File: config.mk
export PLATFORM = sky130hd
export DESIGN_NAME = pc_relative_instruction_decoder
export DESIGN_NICKNAME = d
export VERILOG_FILES = /design/src/rtl/prid_pkg.sv /design/src/rtl/pc_relative_instruction_decoder.sv /design/src/rtl/prid_decode.sv
export SDC_FILE = /design/constraint.sdc
export NUM_CORES = 1
export LEC_CHECK = 0
export BUFFER_PORTS_ARGS = -buffer_cell sky130_fd_sc_hd__buf_2
export CAP_MARGIN = 20
export CELL_PAD_IN_SITES_DETAIL_PLACEMENT = 0
export CELL_PAD_IN_SITES_GLOBAL_PLACEMENT = 1
export CORE_MARGIN = 4
export CORE_UTILIZATION = 49
export CTS_BUF_LIST = sky130_fd_sc_hd__clkbuf_8
export CTS_CLUSTER_SIZE = 28
export DETAILED_ROUTE_END_ITERATION = 10
export GPL_TIMING_DRIVEN = 0
export PLACE_DENSITY = 0.87
export SETUP_SLACK_MARGIN = 0.2
export SLEW_MARGIN = 30
export SYNTH_ARGS = -nofsm -noshare
export SYNTH_HDL_FRONTEND = slang
export SYNTH_HIERARCHICAL = 1
export SYNTH_SLANG_ARGS = --single-unit
File: constraint.sdc
create_clock -name i_clk -period 24.7 [get_ports i_clk]
set_clock_uncertainty 0.15 [all_clocks]
set_input_delay 1.235 -clock i_clk [delete_from_list [all_inputs] [get_ports i_clk]]
set_output_delay 1.235 -clock i_clk [all_outputs]
set_load 0.01 [all_outputs]
File: src/rtl/prid_pkg.sv
package prid_pkg;

    // Result kinds of the decoder.
    typedef enum logic [3:0] {
        KIND_UNKNOWN = 4'd0,
        KIND_B       = 4'd1,
        KIND_BL      = 4'd2,
        KIND_BCOND   = 4'd3,
        KIND_CBZ     = 4'd4,
        KIND_CBNZ    = 4'd5,
        KIND_TBZ     = 4'd6,
        KIND_TBNZ    = 4'd7,
        KIND_ADR     = 4'd8,
        KIND_ADRP    = 4'd9,
        KIND_LDRLIT  = 4'd10
    } t_kind;

    // Literal load kinds.
    localparam logic [2:0] LIT_NONE  = 3'd0;
    localparam logic [2:0] LIT_W     = 3'd1;
    localparam logic [2:0] LIT_X     = 3'd2;
    localparam logic [2:0] LIT_SW    = 3'd3;
    localparam logic [2:0] LIT_S     = 3'd4;
    localparam logic [2:0] LIT_D     = 3'd5;
    localparam logic [2:0] LIT_Q     = 3'd6;
    localparam logic [2:0] LIT_PRFM  = 3'd7;

    // Encoding masks and match values.
    localparam logic [31:0] MASK_B     = 32'hfc000000;
    localparam logic [31:0] MATCH_B    = 32'h14000000;
    localparam logic [31:0] MATCH_BL   = 32'h94000000;
    localparam logic [31:0] MASK_BCOND = 32'hff000010;
    localparam logic [31:0] MATCH_BCOND = 32'h54000000;
    localparam logic [31:0] MASK_CMPTB = 32'h7e000000;
    localparam logic [31:0] MATCH_CB   = 32'h34000000;
    localparam logic [31:0] MATCH_TB   = 32'h36000000;
    localparam logic [31:0] MASK_ADR   = 32'h9f000000;
    localparam logic [31:0] MATCH_ADR  = 32'h10000000;
    localparam logic [31:0] MATCH_ADRP = 32'h90000000;

    // Top bytes of the literal load encodings.
    localparam logic [7:0] OPC_LDR_W    = 8'h18;
    localparam logic [7:0] OPC_LDR_X    = 8'h58;
    localparam logic [7:0] OPC_LDRSW    = 8'h98;
    localparam logic [7:0] OPC_LDR_S    = 8'h1c;
    localparam logic [7:0] OPC_LDR_D    = 8'h5c;
    localparam logic [7:0] OPC_LDR_Q    = 8'h9c;
    localparam logic [7:0] OPC_PRFM_A   = 8'hd8;
    localparam logic [7:0] OPC_PRFM_B   = 8'hdc;

    // One decoded result.
    typedef struct packed {
        t_kind       kind;
        logic        target_valid;
        logic [63:0] target_address;
        logic [3:0]  cond_code;
        logic [4:0]  reg_number;
        logic [5:0]  test_bit;
        logic        on_nonzero;
        logic        wide_reg;
        logic [2:0]  load_kind;
        logic        is_any_branch;
        logic        is_cond_branch;
    } t_result;

endpackage

File: src/rtl/pc_relative_instruction_decoder.sv
// Channel   | Handshake            | Payload
// ----------+----------------------+-----------------------------------------------
// request   | i_valid / o_stall    | i_instr_word[31:0], i_instr_address[63:0]
// result    | o_valid / i_stall    | o_kind .. o_is_cond_branch, one per request
//
// Every request passes from acceptance to its result through an input register,
// then the decoder and the 64-bit target adder into the result register.
// One request per cycle is taken while the result side does not stall; the target adder sets the path.
// Reset (synchronous, active low) empties both register stages.
// A stall on the result side holds the result register and, once the input
// register is full as well, stalls the request side.
module pc_relative_instruction_decoder (
    input  logic        i_clk,
    input  logic        i_rst_n,
    input  logic        i_valid,
    output logic        o_stall,
    input  logic [31:0] i_instr_word,
    input  logic [63:0] i_instr_address,
    output logic        o_valid,
    input  logic        i_stall,
    output logic [3:0]  o_kind,
    output logic        o_target_valid,
    output logic [63:0] o_target_address,
    output logic [3:0]  o_cond_code,
    output logic [4:0]  o_reg_number,
    output logic [5:0]  o_test_bit,
    output logic        o_on_nonzero,
    output logic        o_wide_reg,
    output logic [2:0]  o_load_kind,
    output logic        o_is_any_branch,
    output logic        o_is_cond_branch
);

    logic              r_in_valid;
    logic [31:0]       r_word;
    logic [63:0]       r_address;
    logic              r_out_valid;
    prid_pkg::t_result r_result;
    prid_pkg::t_result dec_result;
    logic              out_hold;
    logic              in_hold;
    logic              in_accept;

    // Stall chain: each stage holds while the one after it is full and stalled.
    assign out_hold  = r_out_valid && i_stall;
    assign in_hold   = r_in_valid && out_hold;
    assign o_stall   = in_hold;
    assign in_accept = i_valid && !in_hold;

    // Input register.
    always_ff @(posedge i_clk) begin
        if (!i_rst_n) begin
            r_in_valid <= 1'b0;
        end else if (!in_hold) begin
            r_in_valid <= i_valid;
        end
    end

    always_ff @(posedge i_clk) begin
        if (in_accept) begin
            r_word    <= i_instr_word;
            r_address <= i_instr_address;
        end
    end

    prid_decode u_decode (
        .i_word    (r_word),
        .i_address (r_address),
        .o_result  (dec_result)
    );

    // Result register.
    always_ff @(posedge i_clk) begin
        if (!i_rst_n) begin
            r_out_valid <= 1'b0;
        end else if (!out_hold) begin
            r_out_valid <= r_in_valid;
        end
    end

    always_ff @(posedge i_clk) begin
        if (!out_hold && r_in_valid) begin
            r_result <= dec_result;
        end
    end

    assign o_valid          = r_out_valid;
    assign o_kind           = r_result.kind;
    assign o_target_valid   = r_result.target_valid;
    assign o_target_address = r_result.target_address;
    assign o_cond_code      = r_result.cond_code;
    assign o_reg_number     = r_result.reg_number;
    assign o_test_bit       = r_result.test_bit;
    assign o_on_nonzero     = r_result.on_nonzero;
    assign o_wide_reg       = r_result.wide_reg;
    assign o_load_kind      = r_result.load_kind;
    assign o_is_any_branch  = r_result.is_any_branch;
    assign o_is_cond_branch = r_result.is_cond_branch;

    // A held request in the input stage must reach the result stage once it frees.
    a_in_moves: assert property (@(posedge i_clk) disable iff (!i_rst_n)
        (r_in_valid && !out_hold) |=> r_out_valid)
        else $error("input stage request lost");

    // A target exists exactly for recognized kinds.
    a_target_kind: assert property (@(posedge i_clk) disable iff (!i_rst_n)
        r_out_valid |-> (o_target_valid == (o_kind != prid_pkg::KIND_UNKNOWN)))
        else $error("target valid does not match kind");

    // Conditional branches are a subset of branches.
    a_cond_branch: assert property (@(posedge i_clk) disable iff (!i_rst_n)
        (r_out_valid && o_is_cond_branch) |-> o_is_any_branch)
        else $error("conditional branch not flagged as branch");

    // The request side stalls only while both stages are full.
    a_stall_full: assert property (@(posedge i_clk) disable iff (!i_rst_n)
        o_stall |-> (r_in_valid && r_out_valid))
        else $error("request stalled with a free stage");

endmodule

File: src/rtl/prid_decode.sv
module prid_decode (
    input  logic [31:0]      i_word,
    input  logic [63:0]      i_address,
    output prid_pkg::t_result o_result
);

    logic [2:0]  lit;
    logic [63:0] offset;
    logic [63:0] base;
    logic [63:0] off_imm19;
    logic [63:0] off_adr;

    // Shared immediates: imm19 scaled by four, and the 21-bit ADR immediate.
    assign off_imm19 = {{43{i_word[23]}}, i_word[23:5], 2'b00};
    assign off_adr   = {{43{i_word[23]}}, i_word[23:5], i_word[30:29]};

    // Literal load kind from the top byte.
    always_comb begin
        case (i_word[31:24])
            prid_pkg::OPC_LDR_W:  lit = prid_pkg::LIT_W;
            prid_pkg::OPC_LDR_X:  lit = prid_pkg::LIT_X;
            prid_pkg::OPC_LDRSW:  lit = prid_pkg::LIT_SW;
            prid_pkg::OPC_LDR_S:  lit = prid_pkg::LIT_S;
            prid_pkg::OPC_LDR_D:  lit = prid_pkg::LIT_D;
            prid_pkg::OPC_LDR_Q:  lit = prid_pkg::LIT_Q;
            prid_pkg::OPC_PRFM_A: lit = prid_pkg::LIT_PRFM;
            prid_pkg::OPC_PRFM_B: lit = prid_pkg::LIT_PRFM;
            default:              lit = prid_pkg::LIT_NONE;
        endcase
    end

    // Classification in priority order, with field extraction and target offset.
    always_comb begin
        o_result = '0;
        offset   = '0;
        base     = i_address;
        if ((i_word & prid_pkg::MASK_B) == prid_pkg::MATCH_B ||
            (i_word & prid_pkg::MASK_B) == prid_pkg::MATCH_BL) begin
            o_result.kind = ((i_word & prid_pkg::MASK_B) == prid_pkg::MATCH_B) ?
                            prid_pkg::KIND_B : prid_pkg::KIND_BL;
            o_result.target_valid = 1'b1;
            offset = {{36{i_word[25]}}, i_word[25:0], 2'b00};
        end else if ((i_word & prid_pkg::MASK_BCOND) == prid_pkg::MATCH_BCOND) begin
            o_result.kind         = prid_pkg::KIND_BCOND;
            o_result.cond_code    = i_word[3:0];
            o_result.target_valid = 1'b1;
            offset = off_imm19;
        end else if ((i_word & prid_pkg::MASK_CMPTB) == prid_pkg::MATCH_CB) begin
            o_result.on_nonzero   = i_word[24];
            o_result.kind = i_word[24] ? prid_pkg::KIND_CBNZ : prid_pkg::KIND_CBZ;
            o_result.wide_reg     = i_word[31];
            o_result.reg_number   = i_word[4:0];
            o_result.target_valid = 1'b1;
            offset = off_imm19;
        end else if ((i_word & prid_pkg::MASK_CMPTB) == prid_pkg::MATCH_TB) begin
            o_result.on_nonzero   = i_word[24];
            o_result.kind = i_word[24] ? prid_pkg::KIND_TBNZ : prid_pkg::KIND_TBZ;
            o_result.test_bit     = {i_word[31], i_word[23:19]};
            o_result.reg_number   = i_word[4:0];
            o_result.target_valid = 1'b1;
            offset = {{48{i_word[18]}}, i_word[18:5], 2'b00};
        end else if ((i_word & prid_pkg::MASK_ADR) == prid_pkg::MATCH_ADR) begin
            o_result.kind         = prid_pkg::KIND_ADR;
            o_result.reg_number   = i_word[4:0];
            o_result.target_valid = 1'b1;
            offset = off_adr;
        end else if ((i_word & prid_pkg::MASK_ADR) == prid_pkg::MATCH_ADRP) begin
            o_result.kind         = prid_pkg::KIND_ADRP;
            o_result.reg_number   = i_word[4:0];
            o_result.target_valid = 1'b1;
            base   = {i_address[63:12], 12'h000};
            offset = {off_adr[51:0], 12'h000};
        end else if (lit != prid_pkg::LIT_NONE) begin
            o_result.kind         = prid_pkg::KIND_LDRLIT;
            o_result.load_kind    = lit;
            o_result.reg_number   = i_word[4:0];
            o_result.target_valid = 1'b1;
            offset = off_imm19;
        end

        // The sum wraps; an unrecognized word leaves the target at zero.
        if (o_result.target_valid) begin
            o_result.target_address = base + offset;
        end

        o_result.is_any_branch = (o_result.kind >= prid_pkg::KIND_B) &&
                                 (o_result.kind <= prid_pkg::KIND_TBNZ);
        o_result.is_cond_branch = (o_result.kind >= prid_pkg::KIND_BCOND) &&
                                  (o_result.kind <= prid_pkg::KIND_TBNZ);
    end

endmodule

==> qor.yml, run 1 <==
stdcell_area_um2: 12800
clk_pin_slew_ns: 0.11
gp_congestion: 0.926
hold_viol: 0
fin_util: 0.588
r2r_slack_ns: 18.64
drc: 0
hold_slack_ns: 0.395
placed_area_um2: 12400
clockBufferDepth: 2
grt_pass1_vias: 8215
syn_nets: 1170
cts_root_buffer: "clkbuf_8"
crit_fanout: 10
grt_usage: 0.220
period_needed_ns: 6.06
cts_hold_buf: 0
maxCapViolCount: 0
antenna_found_initial: 2
tightestPinTransition_ns: 0.771
crit_buf_inv: 4
multi_input_area_um2: 4990
die_w_um: 157
finalCritPeriodShare: 0.246
critPathCaptureType: "flip-flop"
yosysWarnings: 6
pin_count: 193
fin_ws_ns: 18.64
cts_made_buffers: 17
crit_slowest_cell: "nor4_2"
core_area_um2: 21800
hold_class: "reg2reg"
peakVddDrop_uv: 28.5
placementRows: 54
wl_per_cell_um: 18.0
initial_utilization: 0.498
synth_cells: 996
cp_slowest_stage_delay_ns: 0.71
cts_resized: 0
status: "finished, final reports clean"
cp_top_family: "compound AO/OA/AOI/OAI gates"
grt-ovfl-total: 0
slew_viol_final: 0
die-height_um: 157
num_vias: 8477
wl_mm: 27.2
drive_gt1_frac: 0.219
slew_headroom: 0.481
synthArstFlopShare: 0
dr.pass1.iters: 7
dp_slack_ns: 18.81
area_delta_synth_final_pct: 18.2
yosys_most_used_dff: "edfxtp_1"
tns_ns: 0
critPathArrivalTime_ns: 6.13
synth_seq_area_share: 0.521
path_cells: "clkbuf_1 > or2_2 > clkbuf_1 > nor4_2 > nor2_1 > o21ai_0 > o21bai_1 > buf_2 > a21oi_1 > nor2_1 > nor2_1 > ha_1 > clkbuf_1 > a211oi_1 > o211ai_1 > a311oi_1 > or3_1 > nand3_1 > a311oi_2 > nor2_2 > a2111oi_4 > o21ai_1 > mux2i_1"
p_leak_uw: 0.00521
grt_pass1_wl_mm: 42.5
synth_seq_cells: 189
synth_edf_count: 187
ant_nets: 0
grt_max_degree: 25
start_kind: "flip-flop"
drtIter0Drc: 670
clock_sinks: 189
dieArea_um2: 24600
vias_per_cell: 5.61
nFillCells: 1879
port_buffers: 192
avgSynthCellArea_um2: 10.9
crit_required_ns: 24.76
clock_latency_ns: 0.48
syn_area_um2: 10900
cts_setup_buffers: 0
synth.distinct_cells: 74
cts-htree-levels: 4
seqCellArea_um2: 5660
timing.fmax_ghz: 0.165
path_class: "reg2reg"
cts_tree: "yes"
grt_setup_unrepaired: "no"
power_density_nw_per_um2: 55.6
nets: 1391
hpwl_mm: 21.1
setup_viol_count_final: 0
[synthesized netlist by cell type (all sizes together) (5+ instances only)]
cell | n | share of area
clkbuf | 30 | 0.010
o22a | 8 | 0.0065
a211oi | 7 | 0.0048
edfxtp | 187 | 0.52
nor2b | 14 | 0.0081
a31oi | 13 | 0.0075
nor3 | 13 | 0.0060
ha | 73 | 0.084
or2 | 5 | 0.0029
xor2 | 28 | 0.023
o211ai | 6 | 0.0054
nand3 | 21 | 0.010
nand2 | 74 | 0.026
o21bai | 13 | 0.0090
and2 | 32 | 0.018
a22o | 11 | 0.0089
xnor2 | 31 | 0.025
and3 | 11 | 0.0068
a21oi | 88 | 0.041
o21ai | 59 | 0.027
o21a | 10 | 0.0069
nor2 | 113 | 0.040
o31ai | 6 | 0.0041
nand2b | 9 | 0.0052
nand4 | 14 | 0.0081
or3 | 8 | 0.0051
inv | 22 | 0.0076
buf | 12 | 0.0051
a21o | 24 | 0.017
[cells in the final DEF (no fill, tap or decap), types with 13 or more instances in the layout]
cell,n
nand2_1,72
xor2_1,28
o21ai_0,56
clkbuf_8,17
xnor2_1,31
buf_2,200
o21bai_1,13
nand4_1,14
nand3_1,20
nor2b_1,13
clkbuf_1,29
nor3_1,13
ha_1,73
a21o_1,24
a21oi_1,86
edfxtp_1,187
a31oi_1,13
and2_1,32
inv_1,22
nor2_1,111
[routing by layer]
layer	track usage	part of all wire	vias up
met1	0.301	0.44	3942
met4	0.0669	0.021	0
met2	0.359	0.48	324
met5	0	0	-
li1	-	-	4174
met3	0.0415	0.066	37
[kinds of logic after synthesis]
kind of cell / Yosys count / synth area share
simple gates: 323 / 0.144
compound gates: 286 / 0.178
flops: 189 / 0.521
fa+ha+maj: 74 / 0.0859
buf+inv: 64 / 0.0232
xor+xnor: 59 / 0.0476
mux: 1 / 0.000921
[cell type report]
cell class	count	share of cell area
antenna	2	0.000390
buffer	42	0.0132
clock buffer	17	0.0182
clock inverter	15	0.0130
inverter	22	0.00643
multi-input combinational	743	0.388
sequential	189	0.441
tap	280	0.0273
timing repair buffer	202	0.0924
[path summary, 6_finish.rpt]
path	cells past startpoint	end	from
max	23	o_target_address[59]	r_word[25]
min	2	o_valid	r_in_valid
max reg2reg	23	o_target_address[59]	r_word[25]
min reg2reg	2	o_valid	r_in_valid
[power by group]
part           leakage [uW]  total (uW)  internal, uW  switching (uW)
logic               0.00323         127          51.0            75.9
registers           0.00178         381           373            8.29
clock network      0.000203         206          77.5             128
[through the flow]
step	total power (uW)	std cells
after global routing	752	1512
after detailed placement	514	1478
after floorplan	472	996
final	714	1512
after global placement	513	1468
after CTS	721	1510
[tightest hold or removal path: stages (launching register included)]
cell     delay [ns]
dfxtp_1        0.37
a21oi_1        0.05
nor2b_1        0.09
Note: power is estimated with default switching activity, not from simulation.
==> run 2, diff against run 1 <==
--- a/config.mk
+++ b/config.mk
@@ -5,17 +5,18 @@
 export SDC_FILE = /design/constraint.sdc
 export NUM_CORES = 1
 export LEC_CHECK = 0
+export ABC_AREA = 1
 export BUFFER_PORTS_ARGS = -buffer_cell sky130_fd_sc_hd__buf_2
 export CAP_MARGIN = 20
 export CELL_PAD_IN_SITES_DETAIL_PLACEMENT = 0
 export CELL_PAD_IN_SITES_GLOBAL_PLACEMENT = 1
 export CORE_MARGIN = 4
-export CORE_UTILIZATION = 49
+export CORE_UTILIZATION = 40
 export CTS_BUF_LIST = sky130_fd_sc_hd__clkbuf_8
 export CTS_CLUSTER_SIZE = 28
 export DETAILED_ROUTE_END_ITERATION = 10
 export GPL_TIMING_DRIVEN = 0
-export PLACE_DENSITY = 0.87
+export PLACE_DENSITY = 0.78
 export SETUP_SLACK_MARGIN = 0.2
 export SLEW_MARGIN = 30
 export SYNTH_ARGS = -nofsm -noshare
==> constraint.sdc (replaced) <==
create_clock -name i_clk -period 5.4 [get_ports i_clk]
set_clock_uncertainty 0.15 [all_clocks]
set_input_delay 0.27 -clock i_clk [delete_from_list [all_inputs] [get_ports i_clk]]
set_output_delay 0.27 -clock i_clk [all_outputs]
set_load 0.01 [all_outputs]
==> qor.yml, run 2 <==
cts_root_buffer: "clkbuf_8"
r2r_slack_ns: 0.51  # -18.12 ns
synth.area.top_cells: "edfxtp_1 46%, nand2_1 9.1%, nor2_1 7.6%"
syn_area_um2: 12200  # +12%
start_kind: "flip-flop"
nets: 1956  # +41%
netlist.area_leader.share: 0.462  # -0.0548
drive_gt1_frac: 0.171  # -0.0477
critPathCaptureType: "flip-flop"
core_area_um2: 29800  # +37%
period_needed_ns: 4.89  # -1.18 ns
vias_per_cell: 5.10  # -9.0%
grt_pass1_vias: 11000  # +34%
hpwl_mm: 31.8  # +51%
clockBufferDepth: 2  # unchanged
grt_setup_unrepaired: "no"
yosysWarnings: 6  # unchanged
crit_required_ns: 5.52  # -19.24 ns
area_delta_synth_final_pct: 24.2
r2r-start: "r_word[28]"
final_common_cell: "nand2_1"
hold_viol: 0  # unchanged
synth_cells: 1466  # +47%
power_density_nw_per_um2: 224  # +300%
final_cell_mix: "293 x nand2_1, 247 x nor2_1, 196 x buf_2, 187 x edfxtp_1, 186 x inv_1"
crit_slowest_cell: "edfxtp_1"
cp_slowest_stage_delay_ns: 0.46  # -0.25 ns
tightestPinTransition_ns: 0.620  # -0.151 ns
pin_count: 193  # unchanged
drc: 0  # unchanged
min_to: "o_target_address[36]"
synth.distinct_cells: 53  # -28%
status: "finished, final reports clean"
wl_mm: 39.3  # +45%
slew_headroom: 0.586  # +0.105
grt-ovfl-total: 0  # unchanged
critPathMostFrequentCell: "nand2_1"
synth_edf_count: 187  # unchanged
tns_ns: 0  # unchanged
timing.fmax_ghz: 0.205  # +24%
antenna_cells: 0  # -2
critPathArrivalTime_ns: 5.00  # -1.13 ns
hold_class: "in2reg"
hp-start: "i_stall"
grt_usage: 0.237  # +0.0170
antenna_found_initial: 1  # -1
dieArea_um2: 33200  # +35%
synth_seq_cells: 189  # unchanged
grt_max_degree: 52  # +110%
cts_made_buffers: 17  # unchanged
num_vias: 11100  # +32%
grt_pass1_wl_mm: 60.8  # +43%
final_cell_count_no_fill: 2185  # +45%
yosys_most_used_dff: "edfxtp_1"
whs_path_depth: 2  # unchanged
reg2reg_to: "o_target_address[60]"
placementRows: 63  # +17%
synthArstFlopShare: 0  # unchanged
drtIter0Drc: 868  # +30%
port_buffers: 192  # unchanged
initial_utilization: 0.408  # -0.0900
avgSynthCellArea_um2: 8.29  # -24%
path_class: "reg2reg"
synth.most_common_cell: "nand2_1"
die-height_um: 182  # +16%
peakVddDrop_uv: 163  # +470%
clock_latency_ns: 0.53  # +0.05 ns
nFillCells: 2906  # +55%
die_w_um: 182  # +16%
gp_congestion: 0.987  # +6.7%
synth_commonest_cells: "293 x nand2_1, 247 x nor2_1, 188 x inv_1, 187 x edfxtp_1, 144 x a21oi_1"
hold_slack_ns: 0.0987  # -0.296 ns
power_uw: 3380  # +370%
crit_fanout: 10  # unchanged
clock_sinks: 189  # unchanged
clk_pin_slew_ns: 0.11  # about the same
cts-htree-levels: 4  # unchanged
finalCritPeriodShare: 0.905  # +0.659
synth_seq_area_share: 0.465  # -0.0552
wl_per_cell_um: 18.0  # +0.24%
yosysTopAreaCell: "edfxtp_1"
slew_viol_final: 0  # unchanged
path_cells: "nand2_1 > nor2_1 > inv_2 > clkbuf_1 > buf_1 > nand2_1 > inv_1 > ha_1 > inv_1 > fa_1 > inv_1 > nand2_1 > o21ai_1 > nand2_1 > nand3_1 > a21o_1 > nand2_1 > nand2_1 > nand3_1 > a21oi_1 > nor2_1"
worst_r2r_path_depth: 21  # -8.7%
cts_tree: "yes"
dp.cells: 2053  # +39%
p_leak_uw: 0.00678  # +30%
setup_viol_count_final: 0  # unchanged
maxCapViolCount: 0  # unchanged
ant_nets: 0  # unchanged
dr.pass1.iters: 6  # -1
syn_nets: 1640  # +40%
-- run 2: changes by cell type after synthesis, moves of 16 or more --
cell,change
xor2_1,-25
clkbuf_1,-23
xnor2_1,-19
o21ai_2,+21
nand2_1,+221
and2_1,-32
nand3_1,+39
a21oi_1,+57
nor2_1,+136
inv_1,+166
a21o_1,-16
-- run 2: worst max path at each step --
stage / start / endpoint / slack (ns) / depth (start not counted)
after floorplan: r_word[25] / o_target_address[61] / 1.73 / 20
after global placement: o_valid / o_target_address[34] / 0.50 / 1
after detailed placement: r_word[28] / o_target_address[60] / 0.77 / 21
after CTS: r_word[28] / o_target_address[60] / 0.67 / 21
after global routing: r_word[28] / o_target_address[60] / 0.25 / 21
final: r_word[28] / o_target_address[60] / 0.51 / 21
-- run 2: metal layers --
metal | vias to the layer above | wire, um | part of all wire | track usage
met3 | 36 | 2180 | 0.055 | 0.0460
met5 | - | 13 | 0.00033 | 0
li1 | 5595 | - | - | -
met1 | 5194 | 18800 | 0.48 | 0.338
met4 | 2 | 497 | 0.013 | 0.0537
met2 | 322 | 17900 | 0.45 | 0.376
-- run 2: timing repair --
item | 4_1_cts | 5_1_grt
resized for setup | 0 | 0
hold buffers | 100 | 0
hold endpoints to repair | 98 | 0
buffers inserted | 0 | 0
-- run 2: power breakdown --
part	total [uW]	internal (uW)	switching [uW]
Sequential	1730	1690	31.7
Combinational	732	261	472
Clock	919	362	557
Total	3380	2320	1060
-- run 2: layout make-up --
class | count | area, um^2 | area share
Multi-Input combinational cell | 1056 | 5640 | 0.373
Inverter | 205 | 777 | 0.0515
Clock inverter | 13 | 124 | 0.00821
Tap cell | 390 | 488 | 0.0323
Timing Repair Buffer | 297 | 2050 | 0.136
Sequential cell | 189 | 5660 | 0.375
Clock buffer | 19 | 262 | 0.0173
Buffer | 16 | 98.8 | 0.00655
-- run 2: critical path: cells and delay by family, from the launching register on --
family,cells,cell delay (ns)
adder cells (fa/ha/maj),2,0.51
flip-flops,1,0.46
AND/OR/NAND/NOR,10,1.49
AO/OA/AOI/OAI,3,0.81
buffers and inverters,6,1.22
-- run 2: stage by stage --
stage / area [um^2] / util / setup WS (ns)
after CTS: 15100 / 0.506 / 0.675
after global routing: 15100 / 0.506 / 0.248
after floorplan: 12200 / - / 1.73
after detailed placement: 13700 / 0.460 / 0.771
final: 15100 / 0.506 / 0.514
after global placement: 13600 / 0.457 / 0.501
-- run 2: cell families after synthesis --
logic type | count (synthesis) | share of synthesized area
AO/OA/AOI/OAI | 305 | 0.144
XOR/XNOR | 15 | 0.0108
adder cells (fa/ha/maj) | 74 | 0.0768
buffers and inverters | 221 | 0.0717
flip-flops | 189 | 0.465
AND/OR/NAND/NOR | 662 | 0.231
==> run 3, diff against run 2 <==
--- a/config.mk
+++ b/config.mk
@@ -11,12 +11,11 @@
 export CELL_PAD_IN_SITES_DETAIL_PLACEMENT = 0
 export CELL_PAD_IN_SITES_GLOBAL_PLACEMENT = 1
 export CORE_MARGIN = 4
-export CORE_UTILIZATION = 40
-export CTS_BUF_LIST = sky130_fd_sc_hd__clkbuf_8
+export CORE_UTILIZATION = 39
 export CTS_CLUSTER_SIZE = 28
 export DETAILED_ROUTE_END_ITERATION = 10
 export GPL_TIMING_DRIVEN = 0
-export PLACE_DENSITY = 0.78
+export PLACE_DENSITY = 0.77
 export SETUP_SLACK_MARGIN = 0.2
 export SLEW_MARGIN = 30
 export SYNTH_ARGS = -nofsm -noshare
==> qor.yml, run 3 (synthesis gave the netlist of run 2 again) <==
status: "finished, final reports clean"
combPwrFrac: 0.199  # -0.018
antenna_found_initial: 0  # -1
grt_setup_unrepaired: "no"
hpwl_mm: 31.6  # -0.55%
p_leak_uw: 0.00686  # +1.3%
initial_utilization: 0.396  # -0.0116
use_met1: 0.332  # -0.00682
final_cell_mix: "293 x nand2_1, 247 x nor2_1, 196 x buf_2, 187 x edfxtp_1, 186 x inv_1"
grt_util_met3: 0.0371  # -0.00894
r2r_slack_ns: 0.70  # +0.19 ns
sw_frac_of_total: 0.294  # -0.0199
tns_ns: 0  # unchanged
stdcell_area_um2: 15300  # +1.5%
pin_count: 193  # unchanged
slew_viol_final: 0  # unchanged
dp_slack_ns: 0.802  # +0.0312 ns
clock_latency_ns: 0.46  # -0.07 ns
grt_pass1_vias: 10800  # -2.1%
hold_slack_ns: 0.264  # +0.166 ns
crit_fanout: 10  # unchanged
final_cell_count_no_fill: 2191  # +0.27%
slew_headroom: 0.570  # -0.0164
r2r-start: "r_word[28]"
crit_required_ns: 5.45  # -0.07 ns
nets: 1956  # unchanged
grt-ovfl-total: 0  # unchanged
clk_pin_slew_ns: 0.07  # -0.04 ns
dp.cells: 2060  # +0.34%
globalRoute.busiestLayer: "met2"
cts_setup_buffers: 0  # unchanged
power.internal_uw: 2610  # +13%
die-height_um: 185  # +1.2%
placementRows: 64  # +1.6%
grt_max_degree: 57  # +9.6%
use_met2: 0.372  # -0.00404
num_vias: 11100  # -0.42%
grt_pass1_wl_mm: 60.1  # -1.2%
reg2reg_to: "o_target_address[60]"
cts_resized: 0  # unchanged
dr.pass1.iters: 5  # -1
die_w_um: 185  # +1.2%
worst_r2r_path_depth: 21  # unchanged
hold_class: "in2reg"
area_delta_synth_final_pct: 26.1
cts_made_buffers: 17  # unchanged
drive_gt1_frac: 0.169  # -0.00167
finalCritPeriodShare: 0.870  # -0.0348
clock_sinks: 189  # unchanged
wl_mm: 39.4  # +0.21%
gp_congestion: 0.975  # -1.3%
grt_usage: 0.232  # -0.00492
path_class: "reg2reg"
maxCapViolCount: 0  # unchanged
ant_nets: 0  # unchanged
dieArea_um2: 34000  # +2.5%
cts_tree: "yes"
tightestPinTransition_ns: 0.645  # +0.0247 ns
power_density_nw_per_um2: 241  # +7.9%
critPathCaptureType: "flip-flop"
final_common_cell: "nand2_1"
drc: 0  # unchanged
drtIter0Drc: 808  # -6.9%
fin_ws_ns: 0.702  # +0.188 ns
min_to: "r_word[20]"
hp-start: "i_valid"
wl_per_cell_um: 18.0  # about the same
whs_path_depth: 3  # +1
antenna_cells: 0  # unchanged
cts_hold_buf: 99  # -1.0%
port_buffers: 192  # unchanged
clockBufferDepth: 2  # unchanged
placed_area_um2: 13800  # +0.44%
timing.fmax_ghz: 0.213  # +4.0%
start_kind: "flip-flop"
cts-htree-levels: 4  # unchanged
clkPwrFrac: 0.334  # +0.062
setup_viol_count_final: 0  # unchanged
critPathArrivalTime_ns: 4.75  # -0.25 ns
p_switching_uw: 1090  # +2.6%
peakVddDrop_uv: 237  # +46%
vias_per_cell: 5.07  # -0.69%
period_needed_ns: 4.70  # -0.188 ns
cts_root_buffer: "clkbuf_16"
core_area_um2: 30700  # +2.9%
seqPwrFrac: 0.467  # -0.044
hold_viol: 0  # unchanged
==> run 3: cell types whose count changed in the layout (fill, tap and decap cells not counted), moves of 2 or more <==
cell / change
buf_8: -2
buf_16: +3
clkbuf_8: -19
clkbuf_1: +3
inv_6: +2
clkinv_4: -2
clkinv_2: -2
clkbuf_16: +17
==> run 3: worst max-delay path by stage <==
stage | startpoint | to | cells after the start | slack (ns)
6_report | r_word[28] | o_target_address[60] | 21 | 0.70
5_1_grt | r_word[25] | o_target_address[60] | 18 | 0.34
4_1_cts | r_word[28] | o_target_address[60] | 21 | 0.77
3_5_place_dp | r_word[28] | o_target_address[60] | 21 | 0.80
3_3_place_gp | r_word[25] | o_target_address[55] | 19 | 0.44
2_1_floorplan | r_word[25] | o_target_address[61] | 20 | 1.73
==> run 3: critical path, cell delays in order, from the launching register on <==
cell and delay (ns):
edfxtp_1 0.44, nand2_1 0.17, nor2_1 0.13, inv_2 0.17
clkbuf_1 0.44, buf_1 0.38, nand2_1 0.09, inv_1 0.07
ha_1 0.15, inv_1 0.05, fa_1 0.35, inv_1 0.08
nand2_1 0.07, o21ai_1 0.25, nand2_1 0.09, nand3_1 0.25
a21o_1 0.29, nand2_1 0.08, nand2_1 0.23, nand3_1 0.24
a21oi_1 0.20, nor2_1 0.06
==> run 3: area by class of cell <==
type / count / area [um^2]
plain buffers: 16 / 98.8
well taps: 396 / 495
clock buffers: 20 / 437
fillers: 2993 / 15400
clock inverters: 12 / 128
multi-input cells: 1056 / 5640
inverters: 205 / 777
repair buffers: 297 / 2090
flip-flops and latches: 189 / 5660
==> run 3: power by group through the flow <==
stage               logic [uW]  registers (uW)  clock network [uW]
floorplan                  411            1770                   0
global placement           655            1770                   0
detailed placement         672            1760                   0
CTS                        732            1730                1270
global route               815            1730                1330
finish                     737            1730                1230
==> run 3: metal layers <==
layer	share of wire	vias to the layer above
met5	0	-
met4	0.014	0
met3	0.052	32
met2	0.46	304
met1	0.48	5175
li1	-	5591
==> run 3: metrics by stage <==
stage                util  power (uW)
floorplan               -        2180
global placement    0.444        2420
detailed placement  0.449        2430
CTS                 0.499        3730
global route        0.499        3880
finish              0.499        3700
